--- config.mk ---
export PLATFORM = sky130hd
export DESIGN_NAME = sequenced_packet_reorder_core
export DESIGN_NICKNAME = d
export VERILOG_FILES = /design/src/spr_pkg.sv /design/src/sequenced_packet_reorder_core.sv /design/src/spr_ram.sv /design/src/spr_front.sv /design/src/spr_queue.sv /design/src/spr_back.sv
export SDC_FILE = /design/constraint.sdc
export NUM_CORES = 1
export LEC_CHECK = 0
export ABC_CLOCK_PERIOD_IN_PS = 9800
export BUFFER_PORTS_ARGS = -buffer_cell sky130_fd_sc_hd__buf_2
export CAP_MARGIN = 20
export CORE_MARGIN = 5
export CORE_UTILIZATION = 60
export DETAILED_ROUTE_END_ITERATION = 8
export GPL_ROUTABILITY_DRIVEN = 0
export HOLD_SLACK_MARGIN = 0.08
export PLACE_DENSITY = 0.77
export SYNTH_ARGS = -nofsm -noshare
export SYNTH_HDL_FRONTEND = slang
export SYNTH_SLANG_ARGS = --single-unit
--- constraint.sdc ---
create_clock -name clk -period 9.8 [get_ports clk]
set_input_delay 1.47 -clock clk [delete_from_list [all_inputs] [get_ports clk]]
set_output_delay 1.47 -clock clk [all_outputs]
set_load 0.1 [all_outputs]
--- src/spr_pkg.sv ---
// Shared types and constants for the sequenced packet reorder core.
// Item layouts for both channels, the queue entry, the slot entry and result kinds.
// No dependencies.
package spr_pkg;

    localparam int SPR_WINDOW     = 32;
    localparam int SPR_MAX_PACKET = 2047;
    localparam int SPR_QDEPTH     = 2;

    localparam logic [10:0] SPR_MIN_PACKET   = 11'd6;
    localparam logic [10:0] SPR_HEADER_BYTES = 11'd5;

    localparam logic [1:0] KIND_INORDER = 2'd0;
    localparam logic [1:0] KIND_ASYNC   = 2'd1;
    localparam logic [1:0] KIND_ACK     = 2'd2;
    localparam logic [1:0] KIND_DROPPED = 2'd3;

    typedef struct packed {
        logic [10:0] packet_length;
        logic [31:0] seq_number;
        logic        is_final;
        logic [15:0] payload_handle;
    } pkt_t;

    typedef struct packed {
        logic [1:0]  result_kind;
        logic [15:0] out_handle;
        logic [10:0] payload_length;
        logic        message_end;
        logic [31:0] ack_seq;
        logic        last;
    } res_t;

    typedef struct packed {
        logic        is_async;
        logic [31:0] seq;
        logic        is_final;
        logic [10:0] len;
        logic [15:0] handle;
    } cmd_t;

    typedef struct packed {
        logic        is_final;
        logic [10:0] len;
        logic [15:0] handle;
    } slot_t;

    localparam int SPR_SLOT_W = $bits(slot_t);

endpackage

--- src/sequenced_packet_reorder_core.sv ---
// Top level of the sequenced packet reorder core: front end, queue, back end.
// Depends on spr_pkg, spr_front, spr_queue, spr_back, spr_ram.
//
//   channel   valid      ready      payload
//   input     pkt_valid  pkt_ready  pkt (spr_pkg::pkt_t)
//   result    res_valid  res_ready  res (spr_pkg::res_t)
//
// In the back end, an in-order packet releases any stored successors one slot per step,
// walking the slot RAM (registered read) through the CHK and EMIT states.
// Reset clears the expected sequence to 1 and all slot valid bits at once; no sweep.
// Dropped short or oversize packets give no result.
// A two-entry queue keeps the input open while the back end waits on res_ready.
module sequenced_packet_reorder_core #(
    parameter int WINDOW = spr_pkg::SPR_WINDOW
) (
    input  logic          clk,
    input  logic          rst_n,
    input  logic          pkt_valid,
    output logic          pkt_ready,
    input  spr_pkg::pkt_t pkt,
    output logic          res_valid,
    input  logic          res_ready,
    output spr_pkg::res_t res
);

    import spr_pkg::*;

    logic q_full;
    logic q_empty;
    logic q_push;
    logic q_pop;
    cmd_t q_wdata;
    cmd_t q_rdata;

    spr_front u_front (
        .pkt_valid (pkt_valid),
        .pkt_ready (pkt_ready),
        .pkt       (pkt),
        .q_full    (q_full),
        .q_push    (q_push),
        .q_wdata   (q_wdata)
    );

    spr_queue u_queue (
        .clk   (clk),
        .rst_n (rst_n),
        .push  (q_push),
        .wdata (q_wdata),
        .pop   (q_pop),
        .rdata (q_rdata),
        .full  (q_full),
        .empty (q_empty)
    );

    spr_back #(
        .WINDOW (WINDOW)
    ) u_back (
        .clk       (clk),
        .rst_n     (rst_n),
        .q_empty   (q_empty),
        .q_rdata   (q_rdata),
        .q_pop     (q_pop),
        .res_valid (res_valid),
        .res_ready (res_ready),
        .res       (res)
    );

endmodule

--- src/spr_ram.sv ---
// Generic single-write, single-read RAM with registered read data.
// Parameters set word width and depth. No dependencies.
module spr_ram #(
    parameter int WIDTH = 8,
    parameter int DEPTH = 16,
    parameter int AW    = (DEPTH > 1) ? $clog2(DEPTH) : 1
) (
    input  logic             clk,
    input  logic             wr_en,
    input  logic [AW-1:0]    wr_addr,
    input  logic [WIDTH-1:0] wr_data,
    input  logic             rd_en,
    input  logic [AW-1:0]    rd_addr,
    output logic [WIDTH-1:0] rd_data
);

    logic [WIDTH-1:0] mem [DEPTH];
    logic [WIDTH-1:0] rd_data_reg;

    always_ff @(posedge clk)
    begin
        if (wr_en)
        begin
            mem[wr_addr] <= wr_data;
        end
        if (rd_en)
        begin
            rd_data_reg <= mem[rd_addr];
        end
    end

    assign rd_data = rd_data_reg;

endmodule

--- src/spr_front.sv ---
// Front end: accepts packet headers, drops short and oversize ones,
// marks async packets and strips the header length. Uses spr_pkg.
module spr_front (
    input  logic          pkt_valid,
    output logic          pkt_ready,
    input  spr_pkg::pkt_t pkt,
    input  logic          q_full,
    output logic          q_push,
    output spr_pkg::cmd_t q_wdata
);

    import spr_pkg::*;

    logic keep;

    assign keep = (pkt.packet_length >= SPR_MIN_PACKET)
               && ({21'd0, pkt.packet_length} <= 32'(SPR_MAX_PACKET));

    assign pkt_ready = !q_full;
    assign q_push    = pkt_valid && !q_full && keep;

    always_comb
    begin
        q_wdata.is_async = (pkt.seq_number == 32'd0);
        q_wdata.seq      = pkt.seq_number;
        q_wdata.is_final = pkt.is_final;
        q_wdata.len      = pkt.packet_length - SPR_HEADER_BYTES;
        q_wdata.handle   = pkt.payload_handle;
    end

endmodule

--- src/spr_queue.sv ---
// Short register queue between front and back ends.
// Holds classified packets so each side stalls on its own. Uses spr_pkg.
module spr_queue (
    input  logic          clk,
    input  logic          rst_n,
    input  logic          push,
    input  spr_pkg::cmd_t wdata,
    input  logic          pop,
    output spr_pkg::cmd_t rdata,
    output logic          full,
    output logic          empty
);

    import spr_pkg::*;

    localparam int PW = (SPR_QDEPTH > 1) ? $clog2(SPR_QDEPTH) : 1;
    localparam int CW = $clog2(SPR_QDEPTH + 1);

    cmd_t          entry_reg [SPR_QDEPTH];
    logic [PW-1:0] wr_ptr_reg, wr_ptr_next;
    logic [PW-1:0] rd_ptr_reg, rd_ptr_next;
    logic [CW-1:0] count_reg, count_next;

    assign full  = (count_reg == CW'(SPR_QDEPTH));
    assign empty = (count_reg == '0);
    assign rdata = entry_reg[rd_ptr_reg];

    always_comb
    begin
        wr_ptr_next = wr_ptr_reg;
        rd_ptr_next = rd_ptr_reg;
        count_next  = count_reg;
        if (push)
        begin
            wr_ptr_next = (wr_ptr_reg == PW'(SPR_QDEPTH - 1)) ? '0 : wr_ptr_reg + 1'b1;
        end
        if (pop)
        begin
            rd_ptr_next = (rd_ptr_reg == PW'(SPR_QDEPTH - 1)) ? '0 : rd_ptr_reg + 1'b1;
        end
        if (push && !pop)
        begin
            count_next = count_reg + 1'b1;
        end
        else if (pop && !push)
        begin
            count_next = count_reg - 1'b1;
        end
    end

    always_ff @(posedge clk or negedge rst_n)
    begin
        if (!rst_n)
        begin
            wr_ptr_reg <= '0;
            rd_ptr_reg <= '0;
            count_reg  <= '0;
        end
        else
        begin
            wr_ptr_reg <= wr_ptr_next;
            rd_ptr_reg <= rd_ptr_next;
            count_reg  <= count_next;
        end
    end

    always_ff @(posedge clk)
    begin
        if (push)
        begin
            entry_reg[wr_ptr_reg] <= wdata;
        end
    end

endmodule

--- src/spr_back.sv ---
// Back end: tracks the expected sequence, stores early packets in the slot RAM,
// drains stored successors and drives the result register. Uses spr_pkg, spr_ram.
module spr_back #(
    parameter int WINDOW = spr_pkg::SPR_WINDOW
) (
    input  logic          clk,
    input  logic          rst_n,
    input  logic          q_empty,
    input  spr_pkg::cmd_t q_rdata,
    output logic          q_pop,
    output logic          res_valid,
    input  logic          res_ready,
    output spr_pkg::res_t res
);

    import spr_pkg::*;

    localparam int IW = (WINDOW > 1) ? $clog2(WINDOW) : 1;

    localparam logic [2:0] S_IDLE = 3'd0;
    localparam logic [2:0] S_EVAL = 3'd1;
    localparam logic [2:0] S_ACT  = 3'd2;
    localparam logic [2:0] S_CHK  = 3'd3;
    localparam logic [2:0] S_EMIT = 3'd4;

    localparam logic [2:0] ACT_ASYNC   = 3'd0;
    localparam logic [2:0] ACT_INORDER = 3'd1;
    localparam logic [2:0] ACT_FAR     = 3'd2;
    localparam logic [2:0] ACT_STORE   = 3'd3;
    localparam logic [2:0] ACT_ACK     = 3'd4;

    logic [2:0]        state_reg, state_next;
    logic [2:0]        act_reg, act_next;
    cmd_t              cur_reg, cur_next;
    logic [31:0]       exp_reg, exp_next;
    logic [IW-1:0]     exp_idx_reg, exp_idx_next;
    logic [WINDOW-1:0] valid_reg, valid_next;
    logic [IW:0]       sum_reg, sum_next;
    logic              out_valid_reg, out_valid_next;
    res_t              out_reg, out_next;

    logic              slot_free;
    logic [31:0]       diff;
    logic [31:0]       exp_inc;
    logic [IW-1:0]     idx_inc;
    logic [IW-1:0]     store_idx;
    logic [IW:0]       sum_wrap;
    logic              emit;
    res_t              emit_res;
    logic              wr_en;
    logic              rd_en;
    slot_t             wr_slot;
    slot_t             rd_slot;
    logic [SPR_SLOT_W-1:0] rd_word;

    assign slot_free = !out_valid_reg || res_ready;
    assign diff      = cur_reg.seq - exp_reg;
    assign exp_inc   = (exp_reg == '1) ? 32'd1 : exp_reg + 32'd1;
    assign idx_inc   = (exp_reg == '1) ? IW'(1)
                     : (exp_idx_reg == IW'(WINDOW - 1)) ? '0 : exp_idx_reg + 1'b1;
    assign sum_wrap  = sum_reg - (IW + 1)'(WINDOW);
    assign store_idx = (sum_reg >= (IW + 1)'(WINDOW)) ? sum_wrap[IW-1:0] : sum_reg[IW-1:0];
    assign rd_slot   = slot_t'(rd_word);

    always_comb
    begin
        wr_slot.is_final = cur_reg.is_final;
        wr_slot.len      = cur_reg.len;
        wr_slot.handle   = cur_reg.handle;
    end

    spr_ram #(
        .WIDTH (SPR_SLOT_W),
        .DEPTH (WINDOW),
        .AW    (IW)
    ) u_slot_ram (
        .clk     (clk),
        .wr_en   (wr_en),
        .wr_addr (store_idx),
        .wr_data (wr_slot),
        .rd_en   (rd_en),
        .rd_addr (exp_idx_reg),
        .rd_data (rd_word)
    );

    always_comb
    begin
        state_next   = state_reg;
        act_next     = act_reg;
        cur_next     = cur_reg;
        exp_next     = exp_reg;
        exp_idx_next = exp_idx_reg;
        valid_next   = valid_reg;
        sum_next     = sum_reg;
        q_pop        = 1'b0;
        wr_en        = 1'b0;
        rd_en        = 1'b0;
        emit         = 1'b0;
        emit_res     = '0;

        case (state_reg)
            S_IDLE:
            begin
                if (!q_empty)
                begin
                    q_pop      = 1'b1;
                    cur_next   = q_rdata;
                    state_next = S_EVAL;
                end
            end
            S_EVAL:
            begin
                sum_next = {1'b0, exp_idx_reg} + {1'b0, diff[IW-1:0]};
                if (cur_reg.is_async)
                begin
                    act_next = ACT_ASYNC;
                end
                else if (cur_reg.seq == exp_reg)
                begin
                    act_next = ACT_INORDER;
                end
                else if (cur_reg.seq > exp_reg)
                begin
                    act_next = (diff >= 32'(WINDOW)) ? ACT_FAR : ACT_STORE;
                end
                else
                begin
                    act_next = ACT_ACK;
                end
                state_next = S_ACT;
            end
            S_ACT:
            begin
                if (slot_free)
                begin
                    emit       = 1'b1;
                    state_next = S_IDLE;
                    case (act_reg)
                        ACT_ASYNC:
                        begin
                            emit_res.result_kind    = KIND_ASYNC;
                            emit_res.out_handle     = cur_reg.handle;
                            emit_res.payload_length = cur_reg.len;
                            emit_res.message_end    = 1'b1;
                            emit_res.last           = 1'b1;
                        end
                        ACT_INORDER:
                        begin
                            emit_res.result_kind    = KIND_INORDER;
                            emit_res.out_handle     = cur_reg.handle;
                            emit_res.payload_length = cur_reg.len;
                            emit_res.message_end    = cur_reg.is_final;
                            exp_next                = exp_inc;
                            exp_idx_next            = idx_inc;
                            state_next              = S_CHK;
                        end
                        ACT_FAR:
                        begin
                            emit_res.result_kind = KIND_DROPPED;
                            emit_res.last        = 1'b1;
                        end
                        ACT_STORE:
                        begin
                            if (!valid_reg[store_idx])
                            begin
                                wr_en                 = 1'b1;
                                valid_next[store_idx] = 1'b1;
                            end
                            emit_res.result_kind = KIND_ACK;
                            emit_res.ack_seq     = cur_reg.seq;
                            emit_res.last        = 1'b1;
                        end
                        default:
                        begin
                            emit_res.result_kind = KIND_ACK;
                            emit_res.ack_seq     = cur_reg.seq;
                            emit_res.last        = 1'b1;
                        end
                    endcase
                end
            end
            S_CHK:
            begin
                if (valid_reg[exp_idx_reg])
                begin
                    rd_en      = 1'b1;
                    state_next = S_EMIT;
                end
                else if (slot_free)
                begin
                    emit                 = 1'b1;
                    emit_res.result_kind = KIND_ACK;
                    emit_res.ack_seq     = cur_reg.seq;
                    emit_res.last        = 1'b1;
                    state_next           = S_IDLE;
                end
            end
            S_EMIT:
            begin
                if (slot_free)
                begin
                    emit                    = 1'b1;
                    emit_res.result_kind    = KIND_INORDER;
                    emit_res.out_handle     = rd_slot.handle;
                    emit_res.payload_length = rd_slot.len;
                    emit_res.message_end    = rd_slot.is_final;
                    valid_next[exp_idx_reg] = 1'b0;
                    exp_next                = exp_inc;
                    exp_idx_next            = idx_inc;
                    state_next              = S_CHK;
                end
            end
            default:
            begin
                state_next = S_IDLE;
            end
        endcase

        out_valid_next = emit || (out_valid_reg && !res_ready);
        out_next       = emit ? emit_res : out_reg;
    end

    always_ff @(posedge clk or negedge rst_n)
    begin
        if (!rst_n)
        begin
            state_reg     <= S_IDLE;
            exp_reg       <= 32'd1;
            exp_idx_reg   <= IW'(1);
            valid_reg     <= '0;
            out_valid_reg <= 1'b0;
        end
        else
        begin
            state_reg     <= state_next;
            exp_reg       <= exp_next;
            exp_idx_reg   <= exp_idx_next;
            valid_reg     <= valid_next;
            out_valid_reg <= out_valid_next;
        end
    end

    always_ff @(posedge clk)
    begin
        act_reg <= act_next;
        cur_reg <= cur_next;
        sum_reg <= sum_next;
        out_reg <= out_next;
    end

    assign res_valid = out_valid_reg;
    assign res       = out_reg;

endmodule
==> results.toml, run 1 <==
[run_status]
status = "finished clean"

[drt]
maxUsedRoutingLayer = "met5"
routed-via-count = 26700
viasPerCell = 6.76
initialDrtViolationCount = 3834
post_drt_wl_per_cell_um = 31.5
wl_met1_mm = 44.0
wl_met3_mm = 13.6
wl_met2_mm = 59.0
dr.pass1.iters = 7
wl_mm = 124
ant_nets = 0
drcViolationCount = 0

[power_and_ir_drop]
p_seq_share_pct = 44.4
pwr-share-clk_pct = 27.6
combPwrFrac_pct = 28.0
total_power_uw = 16800
ir_drop_mv = 0.316
p_leak_uw = 0.0184
switchingPower_uw = 5640
p_per_area_nw_per_um2 = 300
swShare_pct = 33.6
intPower_uw = 11200

[timing]
post-route-period-util_pct = 55.9
tightest_slew_ns = 1.15
grt_setup_unrepaired = "false"
fin_crit_ns = 5.48
slew_headroom_pct = 23.0
fin_setup_tns_ns = 0
setup_viol = 0
finalHoldViolations = 0
skew_ns = 0.0405
max_freq_ghz = 0.183
drv_slew = 0

[final_layout]
area_growth_pct = 12.2
largest_reg_flops = 896
fillers = 5053
register_area_um2 = 37300
multiInputGateArea_um2 = 12100
nNetsFinal = 2887
drive_above_1_share_pct = 25.2
final_area_um2 = 55900

[yosys]
synth_edf_count = 1178
syn_avg_cell_area_um2 = 19.1
ys.flop_type = "edfxtp_1"
synth_cell_types = 76
seq_area_frac_synth_pct = 74.9
ys_ff_latch = 1255
syn_area_um2 = 49800
netlist_instances = 2615
synthArstFlopShare_pct = 6.14
ys_warn_count = 0
syn_nets = 2726

[global_routing]
grt_pass1_wl_mm = 180
grt_max_degree = 108
grtUsageTotal_pct = 27.7
antenna_found_initial = 10
overflow = 0
grt_pass1_vias = 26500

[floorplan]
io_pins = 129
die_area_um2 = 88900
fp.dieW_um = 298
fp-row-count = 105
design.core.area_um2 = 82200
die_y_um = 298
start_util_pct = 60.6

[placed_design]
io_buffer_count = 128
dp.final_hpwl_mm = 74.8
place_area_um2 = 52000

[critical_path]
path_cells = "buf_12 -> mux4_2 -> a22o_1 -> a221oi_1 -> and3_1 -> nand3_1 -> and3_1 -> nor2_4 -> buf_4"
cpMostUsedCell = "and3_1"
arrival_ns = 5.81
r2r_cells = 9
critical_path_class = "flop to flop"
cp_slowest_cell = "dfstp_4"
setup.worst_path.start_class = "flop"
slowest_delay_ns = 1.06
endpoint_kind = "flop"
path_max_fanout = 97
worstPathRequired_ns = 10.13

[run]
drv_cap = 0

[clock_tree]
path_clk_slew_ns = 0.06
clock-root-buffer = "clkbuf_16"
post_cts_buffers = 0
cts_resized = 0
cts_tree = "done"
cts_buffers = 118
cts_sinks = 1255
worst_skew_pair.late_latency_ns = 0.70
cts_buffer_depth = 3
ctsHoldBuffers = 0
ctsHtreeMaxLevel = 3

[hold_path]
hold_path_depth = 1
worstHoldPathType = "flop to flop"
-- critical path: cells and delay by family, from the launching register on --
family | cells | cell delay (ns)
AO/OA/AOI/OAI | 2 | 0.50
AND/OR/NAND/NOR | 4 | 1.60
buffers and inverters | 2 | 1.19
flip-flops | 1 | 1.06
multiplexers | 1 | 0.60
-- power groups by stage --
stage               clock network [µW]  logic, µW  registers (µW)
floorplan                            0       2340            8230
global placement                     0       4500            7550
detailed placement                   0       4620            7560
CTS                               4670       4660            7450
global route                      4920       4910            7500
finish                            4630       4710            7460
-- per-layer routing --
metal | track usage, % | vias to the layer above
li1 | - | 10900
met1 | 37.1 | 13600
met2 | 43.5 | 1756
met3 | 6.71 | 371
met4 | 13.4 | 6
met5 | 0 | -
-- placed cells by master, fill, tap and decap left out, types with 43 or more instances in the layout --
cell | netlist | routed
a22oi_1 | 142 | 142
mux2_2 | 61 | 61
ha_1 | 45 | 45
xnor2_1 | 47 | 47
buf_2 | 10 | 127
mux4_2 | 240 | 240
nand2_1 | 101 | 101
inv_1 | 57 | 56
clkbuf_16 | 0 | 118
dfrtp_1 | 75 | 73
buf_4 | 3 | 44
nor2_1 | 122 | 87
edfxtp_1 | 1178 | 1178
a21oi_1 | 43 | 43
nand4_1 | 44 | 44
-- cell families after synthesis --
group | Yosys count | synth area share, %
multiplexers | 302 | 12.2
flip-flops | 1255 | 74.9
AND/OR/NAND/NOR | 433 | 4.27
XOR/XNOR | 64 | 1.12
AO/OA/AOI/OAI | 325 | 4.77
buffers and inverters | 189 | 1.52
adder cells (fa/ha/maj) | 47 | 1.21
-- metrics by stage --
| step | setup WS (ns) | utilization [%] | hold WS (ns) | cells |
|---|---|---|---|---|
| finish | 4.32 | 68.0 | 0.480 | 3950 |
| global route | 3.99 | 68.0 | 0.489 | 3947 |
| CTS | 4.31 | 68.0 | 0.477 | 3947 |
| detailed placement | 4.34 | 63.2 | 0.470 | 3726 |
| global placement | 4.48 | 63.2 | 0.460 | 3726 |
| floorplan | 4.39 | - | 0.445 | 2615 |
-- cell usage after synthesis (16+ instances only) --
cell,number,share of area [%]
edfxtp_1,1178,71
mux4_2,240,11
a22oi_1,142,2.1
nor2_1,122,0.92
nand2_1,101,0.76
clkbuf_1,84,0.63
dfrtp_1,75,3.8
mux2_2,61,1.4
inv_1,57,0.43
xnor2_1,47,0.83
ha_1,45,1.1
nand4_1,44,0.55
a21oi_1,43,0.43
a21o_1,42,0.63
and2_1,36,0.45
nand3_1,36,0.36
buf_1,32,0.24
o21ai_0,24,0.24
nor3_1,20,0.20
xor2_1,17,0.30
nor4_1,16,0.20
-- worst paths after layout --
check,start,to,slack [ns]
max,u_back.exp_idx_reg[0],u_back.res[28],4.32
max in group asynchronous,rst_n,u_queue.rd_ptr_reg,7.88
max reg2reg,u_back.exp_idx_reg[0],u_back.res[28],4.32
min in group asynchronous,rst_n,u_back.exp_reg[17],0.59
min reg2reg,u_back.exp_reg[10],u_back.exp_reg[10],0.48
min,u_back.exp_reg[10],u_back.exp_reg[10],0.48
-- area by class of cell --
class | count | share of cell area, %
multi-input combinational | 1171 | 21.6
antenna | 3 | 0.0134
timing repair buffer | 173 | 1.80
clock buffer | 143 | 5.56
tap | 1070 | 2.39
sequential | 1255 | 66.7
inverter | 57 | 0.385
clock inverter | 78 | 1.50
Power figures use the tool's default switching activity.
==> run 2, diff against run 1 <==
--- a/config.mk
+++ b/config.mk
@@ -5,7 +5,7 @@
 export SDC_FILE = /design/constraint.sdc
 export NUM_CORES = 1
 export LEC_CHECK = 0
-export ABC_CLOCK_PERIOD_IN_PS = 9800
+export ABC_CLOCK_PERIOD_IN_PS = 5450
 export BUFFER_PORTS_ARGS = -buffer_cell sky130_fd_sc_hd__buf_2
 export CAP_MARGIN = 20
 export CORE_MARGIN = 5
==> constraint.sdc (replaced) <==
create_clock -name clk -period 5.45 [get_ports clk]
set_input_delay 0.8175 -clock clk [delete_from_list [all_inputs] [get_ports clk]]
set_output_delay 0.8175 -clock clk [all_outputs]
set_load 0.1 [all_outputs]
==> run 2 against run 1 <==
- non-clock buffer count increased by 35
- cell count increased by 0.58%
- wire length decreased by 4.2%
- combinational power increased by 75%
- design area about the same
- setup slack got worse by 3.3 ns
- clock power increased by 70%
- sequential power increased by 77%
- core utilization about the same
- register-to-register slack got worse by 3.3 ns
- maximum frequency increased by 23%
- critical path type unchanged
- highest routed layer unchanged
==> results.toml, run 2 (synthesis results as in run 1) <==
[clock_tree]
cts_sinks = 1255
clock-root-buffer = "clkbuf_16"
post_cts_buffers = 0
ctsHoldBuffers = 1
cts_tree = "done"
cts_buffer_depth = 3
cts_buffers = 116
cts_resized = 0
path_clk_slew_ns = 0.06
ctsHtreeMaxLevel = 3
worst_skew_pair.late_latency_ns = 0.69

[floorplan]
fp-row-count = 105
die_y_um = 298
die_area_um2 = 88900
fp.dieW_um = 298
io_pins = 129
start_util_pct = 60.6
design.core.area_um2 = 82200

[drt]
viasPerCell = 6.69
ant_nets = 0
dr.pass1.iters = 6
routed-via-count = 26600
initialDrtViolationCount = 3490
wl_mm = 119
post_drt_wl_per_cell_um = 30.0
drcViolationCount = 0

[power_and_ir_drop]
ir_drop_mv = 0.663
p_leak_uw = 0.0184
swShare_pct = 32.9
pwr-share-clk_pct = 26.8
switchingPower_uw = 9660
combPwrFrac_pct = 28.1
total_power_uw = 29300
p_seq_share_pct = 45.1
p_per_area_nw_per_um2 = 524
intPower_uw = 19700

[timing]
max_freq_ghz = 0.224
post-route-period-util_pct = 81.9
finalHoldViolations = 0
skew_ns = 0.0296
grt_setup_unrepaired = "false"
fin_setup_tns_ns = 0
tightest_slew_ns = 1.09
slew_headroom_pct = 27.3
setup_viol = 0
fin_crit_ns = 4.47
holdWs_ns = 0.330
drv_slew = 0

[final_layout]
drive_above_1_share_pct = 25.5
mostFrequentLayoutCell = "edfxtp_1"
diodes = 0
final_cell_mix = "1,178 x edfxtp_1, 240 x mux4_2, 142 x a22oi_1"
largest_reg_flops = 896
area_growth_pct = 12.2
nNetsFinal = 2920

[critical_path]
worstPathRequired_ns = 5.83
arrival_ns = 4.85
path_max_fanout = 23
endpoint_kind = "flop"
setup.worst_path.start_class = "flop"
critical_path_class = "flop to flop"

[global_routing]
antenna_found_initial = 2
overflow = 0
grtUsageTotal_pct = 26.8
grt_pass1_vias = 27100
grt_pass1_wl_mm = 177
grt_max_degree = 148

[placed_design]
dp.final_hpwl_mm = 71.6
io_buffer_count = 128

[run_status]
status = "finished clean"

[hold_path]
worstHoldPathType = "input port to flop"

[run]
drv_cap = 0
[run 2: cell count changes in the layout (fill, tap and decap cells not counted), moves of 2 or more]
cell,delta
buf_4,+31
bufinv_16,-7
clkbuf_1,+7
diode_2,-3
clkinvlp_4,-5
clkbuf_8,-2
clkinv_4,-2
clkinv_2,-3
clkinv_1,+4
buf_12,+3
[run 2: layout make-up]
type / count / area [µm²]
sequential: 1255 / 37300
fill: 5047 / 26300
multi-input combinational: 1171 / 12100
clock buffer: 147 / 3080
tap: 1070 / 1340
timing repair buffer: 208 / 1310
clock inverter: 65 / 594
inverter: 57 / 215
[run 2: stage by stage]
| stage | cell area [µm²] | std cells | setup slack [ns] | util [%] |
|---|---|---|---|---|
| final | 55900 | 3973 | 0.984 | 68.0 |
| after global routing | 55900 | 3973 | 0.850 | 68.0 |
| after CTS | 55900 | 3971 | 1.04 | 68.0 |
| after detailed placement | 52200 | 3758 | 1.07 | 63.5 |
| after global placement | 52200 | 3758 | 1.04 | 63.5 |
| after floorplan | 49800 | 2615 | 0.0379 | - |
[run 2: critical path, cell delays in order (launching register included)]
cell and delay (ns):
edfxtp_1 0.77, mux4_2 0.58, nand2_1 0.09, a21oi_1 0.07
a31oi_1 0.19, nor2_1 0.08, nor4_1 0.42, nor2b_1 0.22
nand2b_1 0.50, nor2_4 0.90, buf_4 0.30
[run 2: final timing paths]
path / start / end / slack, ns / cells past startpoint
setup / recovery: u_back.sum_reg[0] / u_back.u_slot_ram.mem[4][12] / 0.98 / 10
min in group asynchronous: rst_n / u_back.exp_reg[17] / 0.55 / 2
setup reg to reg: u_back.sum_reg[0] / u_back.u_slot_ram.mem[4][12] / 0.98 / 10
max in group asynchronous: rst_n / u_queue.rd_ptr_reg / 3.72 / 3
hold / removal: pkt[16] / u_queue.entry_reg[0][27] / 0.33 / 1
hold reg to reg: u_back.exp_reg[26] / u_back.exp_reg[26] / 0.48 / 1
[run 2: power groups by stage]
stage	Combinational [µW]	Sequential (µW)	Clock, µW
finish	8250	13200	7850
global route	8720	13300	8390
CTS	8240	13200	7930
detailed placement	8190	13400	0
global placement	7960	13400	0
floorplan	4210	14800	0
[run 2: per-layer routing]
layer	global-route usage [%]	vias up	share of wire, %
met1	35.4	13700	36
met2	45.0	1643	50
li1	-	11000	-
met5	0	-	0.011
met3	4.70	264	9.1
met4	11.0	2	4.7
